`src/hdl/aavr_pkg.sv`:
```
// ---------------------------------------------------------------------------
// aavr_pkg
// Shared widths, CORDIC constants and pipeline record types for the
// axis-angle vector rotation block.
// ---------------------------------------------------------------------------
package aavr_pkg;

    localparam int VW            = 24;
    localparam int ATAN_LEN      = 30;
    localparam int XW            = 34;
    localparam int ZW            = 33;
    localparam int DEF_STEPS     = 20;
    localparam int DEF_FRAC_BITS = 21;
    localparam logic signed [XW-1:0] CORDIC_GAIN_Q30 = XW'(652032874);

    typedef struct packed {
        logic [2:0][VW-1:0] r;
        logic [2:0][VW-1:0] n;
    } side_t;

    typedef struct packed {
        logic signed [XW-1:0] x;
        logic signed [XW-1:0] y;
        logic signed [ZW-1:0] z;
        logic                 flip;
        side_t                side;
    } cordic_t;

    function automatic logic [31:0] atan_val(input int idx);
        logic [31:0] v;
        unique case (idx)
            0:  v = 32'd536870912;
            1:  v = 32'd316933406;
            2:  v = 32'd167458907;
            3:  v = 32'd85004756;
            4:  v = 32'd42667331;
            5:  v = 32'd21354465;
            6:  v = 32'd10679838;
            7:  v = 32'd5340245;
            8:  v = 32'd2670163;
            9:  v = 32'd1335087;
            10: v = 32'd667544;
            11: v = 32'd333772;
            12: v = 32'd166886;
            13: v = 32'd83443;
            14: v = 32'd41722;
            15: v = 32'd20861;
            16: v = 32'd10430;
            17: v = 32'd5215;
            18: v = 32'd2608;
            19: v = 32'd1304;
            20: v = 32'd652;
            21: v = 32'd326;
            22: v = 32'd163;
            23: v = 32'd81;
            24: v = 32'd41;
            25: v = 32'd20;
            26: v = 32'd10;
            27: v = 32'd5;
            28: v = 32'd3;
            29: v = 32'd1;
            default: v = 32'd0;
        endcase
        return v;
    endfunction

endpackage

```
`src/hdl/aavr_cordic_stage.sv`:
```
// ---------------------------------------------------------------------------
// aavr_cordic_stage
// One registered micro-rotation of the rotation-mode CORDIC.
// ---------------------------------------------------------------------------
module aavr_cordic_stage #(
    parameter int IDX = 0
) (
    input  logic              clk,
    input  logic              rst_n,
    input  logic              en,
    input  logic              valid_in,
    input  aavr_pkg::cordic_t data_in,
    output logic              valid_out,
    output aavr_pkg::cordic_t data_out
);

    localparam logic signed [aavr_pkg::ZW-1:0] ANG =
        aavr_pkg::ZW'(aavr_pkg::atan_val(IDX));

    logic                     valid_reg;
    aavr_pkg::cordic_t        data_reg;
    aavr_pkg::cordic_t        data_next;
    logic signed [aavr_pkg::XW-1:0] xs;
    logic signed [aavr_pkg::XW-1:0] ys;

    always_comb
    begin
        xs = data_in.x >>> IDX;
        ys = data_in.y >>> IDX;
        data_next = data_in;
        if (!data_in.z[aavr_pkg::ZW-1])
        begin
            data_next.x = data_in.x - ys;
            data_next.y = data_in.y + xs;
            data_next.z = data_in.z - ANG;
        end
        else
        begin
            data_next.x = data_in.x + ys;
            data_next.y = data_in.y - xs;
            data_next.z = data_in.z + ANG;
        end
    end

    always_ff @(posedge clk or negedge rst_n)
    begin
        if (!rst_n)
            valid_reg <= 1'b0;
        else if (en)
            valid_reg <= valid_in;
    end

    always_ff @(posedge clk)
    begin
        if (en)
            data_reg <= data_next;
    end

    assign valid_out = valid_reg;
    assign data_out  = data_reg;

endmodule

```
`config.mk`:
```
export PLATFORM = sky130hd
export DESIGN_NAME = aavr_cordic_stage
export DESIGN_NICKNAME = d
export VERILOG_FILES = /design/src/hdl/aavr_pkg.sv /design/src/hdl/aavr_cordic_stage.sv
export SDC_FILE = /design/constraint.sdc
export NUM_CORES = 1
export LEC_CHECK = 0
export BUFFER_PORTS_ARGS = -buffer_cell sky130_fd_sc_hd__buf_2
export CAP_MARGIN = 20
export CORE_AREA = 2 2 191 193
export CTS_CLUSTER_DIAMETER = 80
export DETAILED_ROUTE_END_ITERATION = 16
export DIE_AREA = 0 0 193 195
export GPL_TIMING_DRIVEN = 0
export HOLD_SLACK_MARGIN = 0.12
export SLEW_MARGIN = 20
export SYNTH_ARGS = -nofsm -noshare
export SYNTH_HDL_FRONTEND = slang
export SYNTH_SLANG_ARGS = --single-unit
```
`constraint.sdc`:
```
create_clock -name clk -period 1.9 [get_ports clk]
set_clock_uncertainty 0.05 [all_clocks]
set_input_delay 0.285 -clock clk [delete_from_list [all_inputs] [get_ports clk]]
set_output_delay 0.285 -clock clk [all_outputs]
set_load 0.01 [all_outputs]
```
Word-level counts from Yosys, hierarchy flattened
Index checks and enable logic that the tools add are counted.
{"block": "op_classes", "mux": 1, "add_sub_neg": 5}
{"op": "$mux W101", "count": 1}
{"op": "$sub A34 B34 Y34", "count": 2}
{"op": "$add A34 B34 Y34", "count": 1}
{"op": "$add A33 B31 Y33 const B", "count": 1}
{"op": "$sub A33 B31 Y33 const B", "count": 1}
{"block": "word_totals", "input_bits": 250, "wordCells": 17, "register_bits": 247, "output_inout_bits": 247}

Depth between registers and ports, before layout
Gate-level depths: netlist (run 1).
{"block": "depth", "word_depth": 2, "ltp_mapped": 13, "ltp_nobuf": 12}

Worst setup path after synthesis (run 1)
OpenSTA, ideal clock, no wires.
{"block": "synth_path", "path_type": "input port to flip-flop", "startpoint": "input data_in[178] (netlist bit)", "endpoint": "register data_reg, in the netlist data_out[210], data pin", "path_buffers": 0, "path_stages": 11, "setup_time_ns": 0.267, "t_required_ns": 1.583, "t_arrival_ns": 2.725, "path_slack_ns": -1.141, "cell_sequence": "ha_1 fa_1 nor2b_1 o311ai_1 a21boi_1 a211o_1 a211oi_2 nor2_1 a2111oi_2 a221oi_1 xnor2_1"}
{"element": "start, declared", "line": "aavr_cordic_stage.sv:12", "source": "input aavr_pkg::cordic_t data_in,"}
{"element": "end signal, assigned", "line": "aavr_cordic_stage.sv:56", "source": "data_reg <= data_next;"}
{"element": "end, declared", "line": "aavr_cordic_stage.sv:21", "source": "aavr_pkg::cordic_t data_reg;"}

==> reports/qor.csv, run 1 <==
stage,metric,value,unit
worst_setup_path,critical_path.n_buffers_inverters,1,
yosys,postSynthRegisterBits,246,
floorplanning,initial_utilization,37.2,%
worst_setup_path,worstPathRequired,2150,ps
sta,grt_setup_unrepaired,yes,
floorplanning,core_region_area,35400,um2
yosys,syn_nets,1476,
yosys,synthesis.area,13200,um2
yosys,syn_inst,1121,
global_routing,largest_net_degree_at_the_start_of_global_routing,102,
power,pwr-share-seq,39.1,%
yosys,synth_top_cells_by_area,"sky130_fd_sc_hd__edfxtp_1 56%, sky130_fd_sc_hd__ha_1 9.6%, sky130_fd_sc_hd__a21oi_1 4.5%, sky130_fd_sc_hd__xnor2_1 3.9%, sky130_fd_sc_hd__inv_1 3.0%",
yosys,synth_most_common_cell,sky130_fd_sc_hd__edfxtp_1,
yosys,synth_cell_types,77,
sta,final_hold_violations,0,
final_layout,fillers,2943,
route,finalWirelength,58.2,mm
floorplanning,die-width,193,um
run_status,status,finished with violations,
final_layout,sequential_standard_cell_area,7380,um2
place,gpl.final_weighted_congestion,0.952,
final_layout,post_route_cells_drive_above_1_share,44.7,%
yosys,post-synth-top-area-fraction,55.8,%
yosys,synth.yosys.warnings,0,
min_path,min_delay_worst_type,in2reg,
sta,postLayoutSetupSlackWorst,-952,ps
worst_setup_path,cp-endpoint,data_out[210]$_DFFE_PP_,
worst_setup_path,critical_path.cell_chain,buf_12 > ha_4 > fa_2 > nor2b_4 > o311ai_4 > a21boi_4 > a211o_4 > a211oi_4 > nor2_4 > a2111oi_4 > a221oi_2 > xnor2_1,
global_routing,gr-usage-all-layers,29.8,%
worst_setup_path,crit_path_end_kind,register,
final_layout,final_nets,2254,
place,dp_hpwl,43.2,mm
yosys,async_flop_share,0.407,%
place,buffer_ports.inserted,496,
run,maxCapViolations,0,
route,drt.antenna.violating_nets,0,
worst_setup_path,timing.critical_path.max_delay_family,compound AO/OA/AOI/OAI gates,
worst_setup_path,critical_path.startpoint_type,primary input,
yosys,ys.flop_type,sky130_fd_sc_hd__edfxtp_1,
yosys,syn_area_per_cell,11.8,um2
power,power_frac_clock,32.1,%
power,share_comb_of_total_power,28.7,%
power,power-per-cell-area,812,nW/um2
global_routing,grt_pass1_vias,12700,
global_routing,grt_overflow,0,
yosys,synth_seq_area_share,56.0,%
clock_tree,clock_latency,560,ps
worst_setup_path,reg2reg_setup_slack,1090,ps
global_routing,antenna_found_initial,8,
power,internal-power,12.1,mW
worst_setup_path,timing.critical_path.slowest_cell_delay,440,ps
clock_tree,htreeDepth,1,
sta,fin_crit_sh,150,%
floorplanning,fp.dieH,195,um
worst_setup_path,timing.critical_path.fanout_max,3,
global_routing,grt_first_pass_wirelength,82.7,mm
final_layout,final_core_utilization,60.9,%
clock_tree,numCtsBuffers,30,
route,iteration_0_drc_markers,997,
sta,relSlewSlack,28.9,%
floorplanning,io-pin-count,497,
route,drc,0,
route,detail_route.first_pass.iterations,5,
sta,timing.final.max_slew_violations,0,
power,net-switching-power,5.40,mW
clock_tree,reg_clk_slew_reported_paths,60,ps
final_layout,multi_input_comb_area,6710,um2
yosys,ys_top_cells_by_count,"245 x sky130_fd_sc_hd__edfxtp_1, 118 x sky130_fd_sc_hd__a21oi_1, 105 x sky130_fd_sc_hd__inv_1",
power,power.share.switching,30.9,%
sta,final_period_minus_worst_setup_slack,2850,ps
worst_setup_path,worstPathArrival,3100,ps
power,irDropWorstVdd,666,uV
clock_tree,max-clock-path-buffers,3,
worst_setup_path,setup.worst_path.start,data_in[212],
worst_setup_path,r2r.worst_path.cells,1,
worst_setup_path,crit_path_top_delay_cell,sky130_fd_sc_hd__a2111oi_4,
clock_tree,cts_tree,yes,
clock_tree,cts_root_buffer,sky130_fd_sc_hd__clkbuf_16,
worst_setup_path,timing.rr.end,valid_out$_DFFE_PN0P_,
sta,setup_viols_final,50,
clock_tree,cts_num_sinks,246,
route,wl_per_cell,24.3,um
sta,maximum_clock_frequency,351,MHz
worst_setup_path,rr_startpoint,valid_out$_DFFE_PN0P_,
power,leakage_power,9.07,nW
floorplanning,die_area,37600,um2
yosys,yosys.area.top_type,sky130_fd_sc_hd__edfxtp_1,
power,finalPower,17.5,mW
run_status,failed_checks,setup timing,
route,route.detailed.vias_per_inst,5.31,
final_layout,area_growth,63.5,%
route,num_vias,12700,
yosys,synth-edff-count,245,
worst_setup_path,crit_cells,12,
floorplanning,rows,69,
sta,worst_pin_slew,1070,ps
worst_setup_path,worst-setup-path-type,in2reg,
## worst min-delay path by stage
stage | start | to | slack [ps] | depth (start not counted)
after global routing | en | data_out[220]$_DFFE_PP_ | 150 | 1
after CTS | en | data_out[185]$_DFFE_PP_ | 130 | 1
final | en | data_out[185]$_DFFE_PP_ | 130 | 1
after global placement | rst_n | valid_out$_DFFE_PN0P_ | 10 | 1
after detailed placement | rst_n | valid_out$_DFFE_PN0P_ | 10 | 1
after floorplan | rst_n | valid_out$_DFFE_PN0P_ | -60 | 0
## metrics by stage
step / setup TNS (ps) / cell area (um2) / std cells / hold slack (ps) / setup slack, ps
after floorplan: -27210 / 13600 / 1121 / -60.6 / -1020
final: -26460 / 21500 / 2392 / 126 / -952
after global routing: -28530 / 21500 / 2390 / 146 / -957
after CTS: -21240 / 20800 / 2357 / 131 / -819
after global placement: -798320 / 16700 / 2078 / 10.4 / -3180
after detailed placement: -77370 / 16700 / 2080 / 13.6 / -1990
## state kept, by name (all words and copies together), names as in the netlist
register / flops
data_out: 245
valid_out: 1
## power by group through the flow
stage / clock network (mW) / logic (mW) / registers, mW
finish: 5.62 / 5.03 / 6.84
global route: 5.96 / 5.31 / 6.89
CTS: 5.74 / 4.63 / 6.83
detailed placement: 0 / 3.75 / 6.94
global placement: 0 / 3.74 / 6.96
floorplan: 0 / 1.65 / 7.25
## cell families (layout without fill, tap and decap cells)
family | after synthesis | after routing | synth area share (%)
adder cells (fa/ha/maj) | 105 | 105 | 10.2
flip-flops | 246 | 246 | 56.0
buffers and inverters | 150 | 950 | 4.34
AND/OR/NAND/NOR | 211 | 211 | 7.86
other | 0 | 10 | 0
AO/OA/AOI/OAI | 327 | 327 | 16.0
XOR/XNOR | 67 | 67 | 4.45
multiplexers | 15 | 15 | 1.16
## cells in the final DEF (no fill, tap or decap), types with 17 or more instances in the layout
master and instances:
sky130_fd_sc_hd__dlygate4sd3_1 182, sky130_fd_sc_hd__clkbuf_16 32, sky130_fd_sc_hd__ha_1 77, sky130_fd_sc_hd__buf_2 483
sky130_fd_sc_hd__nand2_1 38, sky130_fd_sc_hd__buf_4 44, sky130_fd_sc_hd__edfxtp_1 245, sky130_fd_sc_hd__nor2_1 53
sky130_fd_sc_hd__buf_6 35, sky130_fd_sc_hd__a21oi_2 36, sky130_fd_sc_hd__o21ai_0 29, sky130_fd_sc_hd__inv_1 89
sky130_fd_sc_hd__nor3_1 17, sky130_fd_sc_hd__xnor2_1 53, sky130_fd_sc_hd__o21ai_2 18, sky130_fd_sc_hd__a21oi_1 76
## per-layer routing
layer,global-route usage (%),wire [um],vias to the layer above
li1,-,-,5711
met1,39.4,23700,6213
met2,47.4,26700,613
met3,4.78,4360,161
met4,14.9,3350,0
met5,0,0,-
## repair_timing
| item | 4_1_cts | 5_1_grt |
|---|---|---|
| gates resized for setup | 211 | 132 |
| hold buffers | 182 | 0 |
| setup buffers | 48 | 35 |
| endpoints found under the setup margin | 55 | 54 |
| hold endpoints to repair | 182 | 0 |
| pin swaps | 84 | 100 |
## area by class of cell
cell class	instances	area share, %
timing repair buffer	751	24.2
inverter	107	2.19
multi-input combinational	725	31.1
clock buffer	33	3.63
buffer	38	0.999
tap	461	2.68
sequential	246	34.3
clock inverter	21	0.830
antenna	10	0.116
Power figures use the tool's default switching activity.
==> run 2: changes to the inputs <==
--- a/config.mk
+++ b/config.mk
@@ -7,10 +7,10 @@
 export LEC_CHECK = 0
 export BUFFER_PORTS_ARGS = -buffer_cell sky130_fd_sc_hd__buf_2
 export CAP_MARGIN = 20
-export CORE_AREA = 2 2 191 193
+export CORE_AREA = 2 2 196 198
 export CTS_CLUSTER_DIAMETER = 80
 export DETAILED_ROUTE_END_ITERATION = 16
-export DIE_AREA = 0 0 193 195
+export DIE_AREA = 0 0 198 200
 export GPL_TIMING_DRIVEN = 0
 export HOLD_SLACK_MARGIN = 0.12
 export SLEW_MARGIN = 20
==> run 2 against run 1 <==
The run still ends with setup timing left. Worst hold slack improved by 17 ps. Sequential cell count did not move. Sequential power barely moved. Non-clock buffer count rose by 5. Clock-buffer cell count did not move.
==> reports/qor.csv, run 2 (synthesized netlist as in run 1, its figures left out) <==
stage,metric,value,unit,change
sta,relSlewSlack,33.8,%,+4.9 points
place,post_dp_cell_area,16800,um2,+0.37%
sta,maximum_clock_frequency,371,MHz,+5.7%
global_routing,grt_util_met3,3.93,%,-0.85 points
sta,worst_pin_slew,992,ps,-74.2 ps
sta,grt_setup_unrepaired,yes,,
place,buffer_ports.inserted,496,,unchanged
place,gpl.final_weighted_congestion,0.920,,-3.3%
place,placed_cells,2130,,+2.4%
worst_setup_path,crit_path_end_kind,register,,
worst_setup_path,worst-setup-path-type,in2reg,,
place,post-place-ws,-2100,ps,-113 ps
clock_tree,max-clock-path-buffers,3,,unchanged
sta,timing.final.max_slew_violations,0,,unchanged
final_layout,final_core_utilization,57.9,%,-3.0 points
power,power-per-cell-area,819,nW/um2,+0.92%
sta,setup_viols_final,50,,unchanged
min_path,min_delay_worst_type,in2reg,,
worst_setup_path,timing.critical_path.fanout_max,2,,-1
final_layout,final_nets,2258,,+0.18%
floorplanning,die_area,39600,um2,+5.2%
clock_tree,htreeDepth,1,,unchanged
route,drt.antenna.violating_nets,0,,unchanged
global_routing,grt_overflow,0,,unchanged
floorplanning,initial_utilization,35.2,%,-2.0 points
final_layout,final_cells,2442,,+2.1%
power,leakage_power,9.08,nW,about the same
route,iteration_0_drc_markers,931,,-6.6%
global_routing,top_usage_layer,met2,,
sta,final_period_minus_worst_setup_slack,2700,ps,-154 ps
run_status,status,finished with violations,,
final_layout,layout_common_cells,"482 x sky130_fd_sc_hd__buf_2, 245 x sky130_fd_sc_hd__edfxtp_1, 181 x sky130_fd_sc_hd__dlygate4sd3_1, 89 x sky130_fd_sc_hd__inv_1, 75 x sky130_fd_sc_hd__a21oi_1",,
global_routing,grt_first_pass_wirelength,81.0,mm,-2.0%
clock_tree,cts_num_sinks,246,,unchanged
place,dp_hpwl,43.2,mm,about the same
clock_tree,cts_tree,yes,,
sta,final_hold_violations,0,,unchanged
floorplanning,io-pin-count,497,,unchanged
clock_tree,reg_clk_slew_reported_paths,60,ps,about the same
final_layout,largest_reg_flops,245,,unchanged
route,wl_per_cell,23.6,um,-3.0%
global_routing,largest_net_degree_at_the_start_of_global_routing,106,,+3.9%
global_routing,globalRouteMet1Util,35.8,%,-3.6 points
worst_setup_path,setup.worst_path.start,data_in[212],,
route,detail_route.first_pass.iterations,6,,+1
floorplanning,core_region_area,37400,um2,+5.7%
final_layout,area_growth,64.2,%,
worst_setup_path,worstPathRequired,2150,ps,about the same
global_routing,antenna_found_initial,6,,-2
sta,finalSetupTns,-23020,ps,+3440 ps
floorplanning,fp.dieH,200,um,+2.6%
clock_tree,cts_root_buffer,sky130_fd_sc_hd__clkbuf_16,,
worst_setup_path,worstPathArrival,2950,ps,-150 ps
min_path,hold_start,data_in[245],,
clock_tree,clock_latency,560,ps,about the same
global_routing,gr-usage-met2,45.9,%,-1.5 points
final_layout,stdcell_area,21700,um2,+0.47%
run,maxCapViolations,0,,unchanged
route,route.detailed.vias_per_inst,5.18,,-2.4%
route,drc,0,,unchanged
sta,postLayoutSetupSlackWorst,-798,ps,+154 ps
power,finalPower,17.7,mW,+1.4%
route,num_vias,12700,,-0.35%
floorplanning,rows,71,,+2.9%
final_layout,layout_commonest_cell,sky130_fd_sc_hd__buf_2,,
clock_tree,numCtsBuffers,29,,-3.3%
sta,fin_crit_sh,142,%,-8.1 points
worst_setup_path,critical_path.startpoint_type,primary input,,
final_layout,post_route_cells_drive_above_1_share,45.3,%,+0.66 points
global_routing,grt_pass1_vias,12500,,-1.0%
run_status,failed_checks,setup timing,,
power,irDropWorstVdd,636,uV,-4.6%
worst_setup_path,rr_startpoint,valid_out$_DFFE_PN0P_,,
sta,fin_hold_ws,143,ps,+16.8 ps
route,finalWirelength,57.6,mm,-0.96%
floorplanning,die-width,198,um,+2.6%
global_routing,gr-usage-all-layers,27.7,%,-2.1 points
-- run 2: changes by cell type in the layout (fill, tap and decap cells not counted), moves of 5 or more --
cell,delta
sky130_fd_sc_hd__buf_4,+18
sky130_fd_sc_hd__clkinv_1,-5
sky130_fd_sc_hd__buf_6,-7
sky130_fd_sc_hd__diode_2,-5
-- run 2: final timing paths --
| path | endpoint | slack (ps) | cells after the start |
|---|---|---|---|
| hold / removal | data_out[211]$_DFFE_PP_ | 140 | 3 |
| setup / recovery | data_out[244]$_DFFE_PP_ | -800 | 12 |
| min in group asynchronous | valid_out$_DFFE_PN0P_ | 510 | 3 |
| setup reg to reg | valid_out$_DFFE_PN0P_ | 1110 | 1 |
| max in group asynchronous | valid_out$_DFFE_PN0P_ | 1190 | 3 |
| hold reg to reg | valid_out$_DFFE_PN0P_ | 460 | 1 |
-- run 2: report_power, final --
group          internal (mW)  switching [mW]
clock                   3.46            2.42
combinational           2.16            2.86
sequential              6.67           0.155
total                   12.3            5.43
-- run 2: cell type report --
type	count	area, um2
well taps	511	639
fillers	3166	15700
clock inverters	21	250
clock buffers	33	761
plain buffers	38	229
repair buffers	756	5140
inverters	107	463
diodes	5	12.5
flip-flops and latches	246	7380
multi-input cells	725	6770
-- run 2: critical path: stages --
cell and delay, ps:
sky130_fd_sc_hd__buf_12 100, sky130_fd_sc_hd__ha_4 160, sky130_fd_sc_hd__fa_2 340, sky130_fd_sc_hd__nor2b_4 150
sky130_fd_sc_hd__o311ai_4 300, sky130_fd_sc_hd__a21boi_2 120, sky130_fd_sc_hd__a211o_1 400, sky130_fd_sc_hd__a211oi_4 310
sky130_fd_sc_hd__nor2_4 100, sky130_fd_sc_hd__a2111oi_4 380, sky130_fd_sc_hd__a211oi_2 130, sky130_fd_sc_hd__xnor2_1 160
-- run 2: layer usage --
metal | vias up | share of wire [%]
met4 | 2 | 4.7
met3 | 122 | 7.0
li1 | 5710 | -
met2 | 641 | 48
met5 | - | 0.021
met1 | 6179 | 41
-- run 2: repair_timing --
item,CTS,global route
resized for setup,218,119
pin swaps,88,63
buffers inserted,61,29
hold buffers,181,0
endpoints found under the hold margin,180,0
endpoints found under the setup margin,54,53
==> run 3: changes to the inputs <==
--- a/config.mk
+++ b/config.mk
@@ -13,6 +13,8 @@
 export DIE_AREA = 0 0 198 200
 export GPL_TIMING_DRIVEN = 0
 export HOLD_SLACK_MARGIN = 0.12
+export PLACE_DENSITY = 0.57
+export REMOVE_ABC_BUFFERS = 1
 export SLEW_MARGIN = 20
 export SYNTH_ARGS = -nofsm -noshare
 export SYNTH_HDL_FRONTEND = slang
==> run 3 against run 2 <==
Largest power group unchanged. Register-to-register slack about the same. Cell area decreased by 2.5%. Total power decreased by 3.0%. The run still ends with setup timing left. Via count decreased by 4.4%. Worst setup slack improved by 9.2 ps.
==> reports/qor.csv, run 3 (synthesized netlist as in run 1, its figures left out) <==
stage,metric,value,unit,change
run_status,status,finished with violations,,
run_status,failed_checks,setup timing,,
sta,timing.final.max_slew_violations,0,,unchanged
final_layout,stdcell_area,21100,um2,-2.5%
floorplanning,io-pin-count,497,,unchanged
clock_tree,numCtsBuffers,30,,+3.4%
power,leakage_power,8.86,nW,-2.5%
worst_setup_path,worstPathRequired,2140,ps,about the same
worst_setup_path,worst-setup-path-type,in2reg,,
place,dp_hpwl,36.0,mm,-17%
floorplanning,fp.dieH,200,um,unchanged
clock_tree,cts_num_sinks,246,,unchanged
sta,final_hold_violations,0,,unchanged
route,detail_route.first_pass.iterations,5,,-1
route,num_vias,12100,,-4.4%
power,power.share.switching,29.3,%,-1.3 points
power,power_frac_clock,32.9,%,-0.2 points
sta,worst_pin_slew,898,ps,-94.7 ps
global_routing,grt_pass1_vias,12000,,-4.4%
clock_tree,cts_tree,yes,,
final_layout,area_growth,60.2,%,
worst_setup_path,crit_path_top_delay_cell,sky130_fd_sc_hd__a221o_1,,
final_layout,final_core_utilization,56.5,%,-1.4 points
route,route.detailed.vias_per_inst,5.02,,-3.0%
power,net-switching-power,5.04,mW,-7.2%
clock_tree,htreeDepth,1,,unchanged
final_layout,largest_reg_flops,245,,unchanged
clock_tree,reg_clk_slew_reported_paths,50,ps,about the same
power,pwr-share-seq,39.6,%,+1.1 points
clock_tree,clock_latency,540,ps,-20 ps
worst_setup_path,crit_path_end_kind,register,,
sta,final_period_minus_worst_setup_slack,2690,ps,-9.17 ps
power,power-per-cell-area,814,nW/um2,-0.57%
worst_setup_path,critical_path.n_buffers_inverters,2,,+1
route,iteration_0_drc_markers,878,,-5.7%
route,wl_per_cell,20.9,um,-12%
sta,fin_hold_ws,161,ps,+17.6 ps
worst_setup_path,timing.critical_path.fanout_max,5,,+3
sta,grt_setup_unrepaired,yes,,
place,post_dp_cell_area,16200,um2,-3.3%
min_path,worst_hold_path.endpoint,data_out[245]$_DFFE_PP_,,
route,drc,0,,unchanged
run,maxCapViolations,0,,unchanged
place,post-place-ws,-2220,ps,-123 ps
floorplanning,die_area,39600,um2,unchanged
power,share_comb_of_total_power,27.5,%,-0.8 points
sta,postLayoutSetupSlackWorst,-788,ps,+9.17 ps
worst_setup_path,critical_path.startpoint_type,primary input,,
floorplanning,core_region_area,37400,um2,unchanged
sta,fin_crit_sh,141,%,-0.48 points
global_routing,gr-usage-all-layers,23.9,%,-3.9 points
global_routing,grt_first_pass_wirelength,71.8,mm,-11%
power,internal-power,12.2,mW,-1.1%
sta,maximum_clock_frequency,372,MHz,+0.34%
worst_setup_path,rr_startpoint,valid_out$_DFFE_PN0P_,,
place,buffer_ports.inserted,496,,unchanged
worst_setup_path,worstPathArrival,2920,ps,-30 ps
floorplanning,initial_utilization,35.2,%,unchanged
worst_setup_path,r2r.worst_path.cells,1,,unchanged
clock_tree,max-clock-path-buffers,3,,unchanged
min_path,min_delay_worst_type,in2reg,,
worst_setup_path,timing.critical_path.max_delay_family,compound AO/OA/AOI/OAI gates,,
route,drt.antenna.violating_nets,0,,unchanged
final_layout,final_nets,2223,,-1.6%
final_layout,post_route_cells_drive_above_1_share,42.4,%,-3.0 points
route,finalWirelength,50.2,mm,-13%
final_layout,layout_common_cells,"479 x sky130_fd_sc_hd__buf_2, 245 x sky130_fd_sc_hd__edfxtp_1, 183 x sky130_fd_sc_hd__dlygate4sd3_1, 93 x sky130_fd_sc_hd__inv_1, 92 x sky130_fd_sc_hd__a21oi_1",,
worst_setup_path,timing.rr.end,valid_out$_DFFE_PN0P_,,
min_path,hold_start,data_in[245],,
final_layout,fillers,3152,,-0.44%
min_path,worst_hold_path.num_cells,3,,unchanged
sta,relSlewSlack,40.1,%,+6.2 points
clock_tree,cts_root_buffer,sky130_fd_sc_hd__clkbuf_16,,
sta,setup_viols_final,48,,-4.0%
global_routing,largest_net_degree_at_the_start_of_global_routing,107,,+0.94%
place,placed_cells,2088,,-2.0%
final_layout,final_cells,2407,,-1.4%
floorplanning,die-width,198,um,unchanged
place,gpl.final_weighted_congestion,0.914,,-0.72%
worst_setup_path,timing.critical_path.slowest_cell_delay,420,ps,+20 ps
floorplanning,rows,71,,unchanged
power,irDropWorstVdd,645,uV,+1.5%
global_routing,antenna_found_initial,6,,unchanged
final_layout,layout_commonest_cell,sky130_fd_sc_hd__buf_2,,
worst_setup_path,reg2reg_setup_slack,1110,ps,about the same
global_routing,grt_overflow,0,,unchanged
worst_setup_path,critical_path.cell_chain,buf_12 > inv_8 > ha_4 > nand2b_4 > a221oi_4 > a311o_1 > o31ai_4 > o41ai_4 > a221o_1 > a2111oi_4 > o21ai_1 > xor2_1,,
[run 3: routing by layer]
layer / track usage, % / routed length, um / vias up
met3: 3.90 / 3220 / 103
met4: 9.91 / 2100 / 2
met1: 30.0 / 20200 / 5832
li1: - / - / 5624
met2: 41.1 / 24700 / 532
met5: 0 / 17 / -
[run 3: layout make-up]
type | count | area, um2 | area share [%]
antenna | 5 | 12.5 | 0.0592
clock buffer | 34 | 787 | 3.73
clock inverter | 21 | 204 | 0.966
inverter | 107 | 429 | 2.03
multi-input combinational | 725 | 6460 | 30.6
sequential | 246 | 7380 | 35.0
tap | 511 | 639 | 3.03
timing repair buffer | 758 | 5210 | 24.7
[run 3: worst max path at each step]
stage	end	cells past startpoint	from
final	data_out[245]$_DFFE_PP_	12	data_in[179]
after global routing	data_out[210]$_DFFE_PP_	12	data_in[221]
after CTS	data_out[210]$_DFFE_PP_	12	data_in[212]
after detailed placement	data_out[210]$_DFFE_PP_	12	data_in[197]
after global placement	valid_out$_DFFE_PN0P_	2	en
after floorplan	data_out[210]$_DFFE_PP_	11	data_in[178]
[run 3: repair_timing]
item | 4_1_cts | 5_1_grt
hold endpoints to repair | 216 | 0
setup endpoints to repair | 55 | 51
setup buffers | 58 | 24
hold buffers | 183 | 0
resized for setup | 255 | 68
pin swaps | 79 | 57
[run 3: through the flow]
step	power (mW)	TNS, ps
after floorplan	8.72	-37680
after global placement	10.4	-827830
after detailed placement	10.4	-86630
after CTS	17.1	-19550
after global routing	17.9	-26240
final	17.2	-23650
[run 3: power groups by stage]
| stage | sequential [mW] | combinational (mW) | clock [mW] |
|---|---|---|---|
| after floorplan | 7.25 | 1.47 | 0 |
| after global placement | 6.95 | 3.42 | 0 |
| after detailed placement | 6.92 | 3.46 | 0 |
| after CTS | 6.81 | 4.47 | 5.83 |
| after global routing | 6.87 | 5.02 | 6.03 |
| final | 6.81 | 4.72 | 5.66 |
